<file path="config.mk">
export PLATFORM = sky130hd
export DESIGN_NAME = mf_result_queue
export DESIGN_NICKNAME = d
export VERILOG_FILES = /design/src/hdl/mf_pkg.sv /design/src/hdl/mf_result_queue.sv
export SDC_FILE = /design/constraint.sdc
export NUM_CORES = 1
export LEC_CHECK = 0
export BUFFER_PORTS_ARGS = -buffer_cell sky130_fd_sc_hd__clkbuf_2
export CELL_PAD_IN_SITES_DETAIL_PLACEMENT = 0
export CELL_PAD_IN_SITES_GLOBAL_PLACEMENT = 1
export CORE_MARGIN = 2
export CORE_UTILIZATION = 50
export CTS_CLUSTER_DIAMETER = 40
export DETAILED_ROUTE_END_ITERATION = 12
export PLACE_DENSITY_LB_ADDON = 0.1
export SLEW_MARGIN = 0
export SYNTH_ARGS = -nofsm -noshare
export SYNTH_HDL_FRONTEND = slang
export SYNTH_SLANG_ARGS = --single-unit
</file>
<file path="constraint.sdc">
create_clock -name i_clk -period 7.5 [get_ports i_clk]
set_input_delay 1.875 -clock i_clk [delete_from_list [all_inputs] [get_ports i_clk]]
set_output_delay 1.875 -clock i_clk [all_outputs]
set_load 0.005 [all_outputs]
</file>
<file path="src/hdl/mf_pkg.sv">
// Shared types, constants and compare helpers for the 3x3 median filter.
// No dependencies; every other file but mf_ram imports this package.
package mf_pkg;

    localparam int MAX_WIDTH = 1024;
    localparam int COL_W     = $clog2(MAX_WIDTH);
    localparam int WID_W     = 11;
    localparam int ROW_W     = 16;
    localparam int PIX_W     = 8;
    localparam int OCOL_W    = 10;
    localparam int CFG_IDX_W = 2;
    localparam int CFG_DAT_W = 16;

    // output queue, power of two deep
    localparam int QDEPTH = 8;
    localparam int QPTR_W = $clog2(QDEPTH);
    localparam int QCNT_W = QPTR_W + 1;
    localparam int QMAX_PUSH = 3;

    localparam logic [CFG_IDX_W-1:0] CFG_FRAME_WIDTH  = CFG_IDX_W'(0);
    localparam logic [CFG_IDX_W-1:0] CFG_FRAME_HEIGHT = CFG_IDX_W'(1);

    localparam logic [WID_W-1:0] RST_FRAME_WIDTH  = WID_W'(640);
    localparam logic [ROW_W-1:0] RST_FRAME_HEIGHT = ROW_W'(480);

    typedef logic [PIX_W-1:0] t_pix;
    typedef logic [COL_W-1:0] t_col;
    typedef logic [ROW_W-1:0] t_row;

    typedef struct packed {
        t_pix lo;
        t_pix mid;
        t_pix hi;
    } t_column;

    typedef struct packed {
        t_pix lo_max;
        t_pix mid_med;
        t_pix hi_min;
        t_pix center;
        t_pix p1;
        t_pix pix;
        t_row row;
        t_col col;
        logic has1;
        logic interior;
        logic has2;
        logic has3;
    } t_stage2;

    typedef struct packed {
        t_pix pix;
        t_row row;
        t_col col;
        logic last;
    } t_result;

    function automatic t_pix max2(input t_pix a, input t_pix b);
        return (a > b) ? a : b;
    endfunction

    function automatic t_pix min2(input t_pix a, input t_pix b);
        return (a < b) ? a : b;
    endfunction

    function automatic t_pix max3(input t_pix a, input t_pix b, input t_pix c);
        return max2(max2(a, b), c);
    endfunction

    function automatic t_pix min3(input t_pix a, input t_pix b, input t_pix c);
        return min2(min2(a, b), c);
    endfunction

    function automatic t_pix med3(input t_pix a, input t_pix b, input t_pix c);
        return max2(min2(a, b), min2(max2(a, b), c));
    endfunction

    function automatic t_column sort3(input t_pix a, input t_pix b, input t_pix c);
        t_column s;
        s.lo  = min3(a, b, c);
        s.mid = med3(a, b, c);
        s.hi  = max3(a, b, c);
        return s;
    endfunction

endpackage

</file>
<file path="src/hdl/mf_result_queue.sv">
// Final median select, result formation and the output queue that turns up
// to three results per pixel into single output beats. Depends on mf_pkg.
module mf_result_queue
    import mf_pkg::*;
(
    input  logic    i_clk,
    input  logic    i_rst_n,
    input  t_stage2 i_s2,
    input  logic    i_s2_valid,
    output logic    o_s2_ready,
    output logic    o_out_valid,
    input  logic    i_out_ready,
    output t_result o_result
);

    t_result r_mem [QDEPTH];
    logic [QPTR_W-1:0] r_wr, r_rd;
    logic [QCNT_W-1:0] r_count;

    t_result           res [QMAX_PUSH];
    logic              res_en [QMAX_PUSH];
    logic [QPTR_W-1:0] res_idx [QMAX_PUSH];
    logic [1:0]        push_n;
    logic              push, pop;
    t_pix              med;

    assign o_s2_ready  = (r_count <= QCNT_W'(QDEPTH - QMAX_PUSH));
    assign push        = i_s2_valid && o_s2_ready;
    assign o_out_valid = (r_count != '0);
    assign pop         = o_out_valid && i_out_ready;
    assign o_result    = r_mem[r_rd];

    always_comb begin
        med = med3(i_s2.lo_max, i_s2.mid_med, i_s2.hi_min);

        res[0].pix  = i_s2.interior ? med : i_s2.center;
        res[0].row  = i_s2.row - ROW_W'(1);
        res[0].col  = i_s2.col - COL_W'(1);
        res[0].last = !i_s2.has2 && !i_s2.has3;

        res[1].pix  = i_s2.p1;
        res[1].row  = i_s2.row - ROW_W'(1);
        res[1].col  = i_s2.col;
        res[1].last = !i_s2.has3;

        res[2].pix  = i_s2.pix;
        res[2].row  = i_s2.row;
        res[2].col  = i_s2.col;
        res[2].last = 1'b1;

        res_en[0] = i_s2.has1;
        res_en[1] = i_s2.has2;
        res_en[2] = i_s2.has3;

        res_idx[0] = r_wr;
        res_idx[1] = r_wr + QPTR_W'(i_s2.has1);
        res_idx[2] = r_wr + QPTR_W'(i_s2.has1) + QPTR_W'(i_s2.has2);

        push_n = 2'(i_s2.has1) + 2'(i_s2.has2) + 2'(i_s2.has3);
    end

    always_ff @(posedge i_clk) begin
        for (int k = 0; k < QMAX_PUSH; k++) begin
            if (push && res_en[k]) begin
                r_mem[res_idx[k]] <= res[k];
            end
        end
    end

    always_ff @(posedge i_clk) begin
        if (!i_rst_n) begin
            r_wr    <= '0;
            r_rd    <= '0;
            r_count <= '0;
        end else begin
            if (push) begin
                r_wr <= r_wr + QPTR_W'(push_n);
            end
            if (pop) begin
                r_rd <= r_rd + QPTR_W'(1);
            end
            r_count <= r_count + (push ? QCNT_W'(push_n) : '0) - QCNT_W'(pop);
        end
    end

endmodule

</file>
==> out/metrics.yaml <==
drcViolationCount: 0
syn_avg_cell_area_sq_um: 11.3
hpwlAfterDp_mm: 35.0
synth-seq-cells: 293
fillers: 2951
layout-drive-gt1-share_pct: 24.7
die_area_sq_um: 37400
finalClockSkew_ps: 12.5
synthArstFlopShare_pct: 0
die_h_um: 193
synth_warnings: 0
drt-total-wl_mm: 56.1
io_pins: 119
hold_buffers: 0
cts_sinks: 293
cts_tree: "built"
ctsRootBufferMaster: "clkbuf_16"
post_cts_buffers: 0
synth_edf_count: 272
ir_drop_v: 0.000210
min_period_over_period_pct: 91.8
die_x_um: 193
crit_path_end_kind: "flop"
grt_start_max_net_pins: 53
grtUsageTotal_pct: 29.8
cts_made_buffers: 47
regArea_sq_um: 8600
use_met1_pct: 39.7
worstSetupStartpoint: "i_s2[67]"
syn-num-nets: 1709
status: "completed"
tns_ps: 0
area_growth_pct: 14.8
rsz0062_at_grt: "false"
yosysUniqueCellTypes: 56
vias: 13400
ctsLongestPathBuffers: 3
cp.required_ps: 7780
busiest_layer: "met2"
grt_pass1_vias: 13400
ys_seq_area_share_pct: 47.9
min_path_type: "flop to flop"
htree_levels: 2
netlist_area_sq_um: 17900
fin_crit_ps: 6880
portBuffers: 118
overflow: 0
multiInputGateArea_sq_um: 8750
tightest_slew_ps: 1120
arrival_ps: 7170
cts_resized: 0
post_drt_wl_per_cell_um: 25.9
grt_pass1_wl_mm: 83.8
core_area_sq_um: 35400
path_clk_slew_ps: 50
antenna_left: 0
path_max_fanout: 9
netlist_instances: 1586
dr.pass1.iters: 6
n_antenna_cell: 0
hold_violations: 0
leakage_nw: 7.36
post-route-util_pct: 58.1
synth-main-ff-cell: "edfxtp_1"
clk-insertion-delay-late_ps: 550
nets: 1790
min_from: "r_mem[4][0]"
drv_cap: 0
gp_congestion: 0.911
worstSetupPathType: "input pin to flop"
setup_violations: 0
startpoint_type: "input pin"
initial_utilization_pct: 50.6
p_per_area_nw_per_um2: 306
slew_headroom_pct: 25.3
core.rowCount: 69
gr-usage-met2_pct: 48.5
rr_startpoint: "r_count[3]"
antenna_found_initial: 0
slew_viol_final: 0
clock.fmax_ghz: 0.145
drtIter0Drc: 1382
grt_use_met3_pct: 6.33
via_per_inst: 6.20
==> flip-flops by register name, summed over array words and instances (netlist names), named ones only <==
name / count
r_mem: 280
r_count: 4
r_rd: 3
r_wr: 3
==> metrics by stage <==
| stage | cell area, sq um | instances | worst slack, ps | hold WS (ps) | total power, mW |
|---|---|---|---|---|---|
| finish | 20600 | 2166 | 616 | 483 | 6.29 |
| global route | 20600 | 2166 | 189 | 522 | 6.55 |
| CTS | 20600 | 2166 | 624 | 485 | 6.32 |
| detailed placement | 19000 | 2079 | 52.1 | 473 | 4.10 |
| global placement | 19000 | 2079 | 138 | 467 | 4.07 |
| floorplan | 17900 | 1586 | 918 | 446 | 3.43 |
==> path summary, 6_finish.rpt <==
path,end,slack [ps],depth (start not counted)
setup / recovery,r_mem[7][28],620,24
hold / removal,r_mem[4][0],480,2
setup reg to reg,r_mem[5][34],3220,11
hold reg to reg,r_mem[4][0],480,2
==> area by class of cell <==
| cell class | instances | area share [%] |
|---|---|---|
| Sequential cell | 293 | 41.8 |
| Clock inverter | 37 | 1.98 |
| Inverter | 37 | 0.675 |
| Multi-Input combinational cell | 1131 | 42.5 |
| Timing Repair Buffer | 157 | 4.35 |
| Clock buffer | 50 | 5.87 |
| Tap cell | 461 | 2.80 |
==> per-layer routing <==
metal	vias to the layer above	share of wire, %
met5	-	0
met4	0	3.7
met3	152	9.1
met2	739	47
met1	6570	40
li1	5961	-
==> power breakdown <==
group | total (mW) | switching [mW] | internal [mW]
clock | 2.21 | 0.823 | 1.39
combinational | 1.88 | 1.06 | 0.819
sequential | 2.20 | 0.142 | 2.06
total | 6.29 | 2.03 | 4.27
==> kinds of logic after synthesis <==
logic type,count (synthesis),synth area share [%]
simple gates,489,12.3
flops,293,47.9
compound gates,264,10.5
xor+xnor,200,9.82
buf+inv,162,3.64
mux,137,12.9
fa+ha+maj,41,2.99
==> synth_stat cells (all sizes together) (17+ instances only) <==
cell type  instances  area share, %
edfxtp           272             46
nand2            235            5.1
nor2             168            3.5
xnor2            166            8.1
buf               70            1.7
mux4              70            8.8
a31oi             57            2.0
clkbuf            55            1.2
mux2              49            3.1
a211oi            48            2.0
a22o              48            2.3
ha                38            2.7
inv               37           0.78
xor2              34            1.7
a21oi             29           0.81
dfxtp             21            2.3
o22ai             19           0.66
mux2i             18            1.0
a31o              17           0.83
o211ai            17           0.71
==> cell usage in the layout (no fill, tap or decap), types with 7 or more instances in the layout <==
| cell type | netlist | final |
|---|---|---|
| clkbuf_16 | 0 | 48 |
| inv_1 | 37 | 37 |
| dfxtp_1 | 21 | 18 |
| inv_6 | 0 | 8 |
| o22ai_1 | 19 | 19 |
| nor2_1 | 168 | 168 |
| nand3_1 | 12 | 12 |
| mux2_2 | 48 | 48 |
| a31oi_1 | 57 | 57 |
| o21ai_0 | 10 | 10 |
| or2_2 | 8 | 8 |
| buf_4 | 2 | 38 |
| mux4_2 | 70 | 70 |
| or3_1 | 8 | 8 |
| a22o_1 | 48 | 48 |
| nand2_1 | 231 | 223 |
| and2_1 | 9 | 9 |
| o211ai_1 | 17 | 17 |
| a211oi_1 | 48 | 48 |
| edfxtp_1 | 272 | 272 |
| mux2i_1 | 18 | 18 |
| nand2_2 | 1 | 9 |
| a31o_2 | 17 | 17 |
| ha_1 | 38 | 38 |
| a21oi_1 | 29 | 27 |
| clkbuf_2 | 0 | 118 |
| xnor2_1 | 166 | 166 |
| clkinv_2 | 0 | 7 |
| xor2_1 | 33 | 33 |
==> critical path, stage by stage <==
cell and delay, ps:
clkbuf_2 100, inv_1 40, ha_1 290, a211o_1 250, a21oi_1 190, nand3_1 120
nand2_2 250, mux2i_1 280, inv_1 110, ha_1 300, a21o_1 180, a21o_1 180
a21oi_1 200, o21a_1 450, mux2i_1 160, ha_1 330, and3_1 180, o21ai_0 90
a31oi_1 180, o22ai_1 140, nor2_1 570, nand2b_1 370, a31oi_1 260, a211oi_1 70
(Power assumes the default switching activity.)
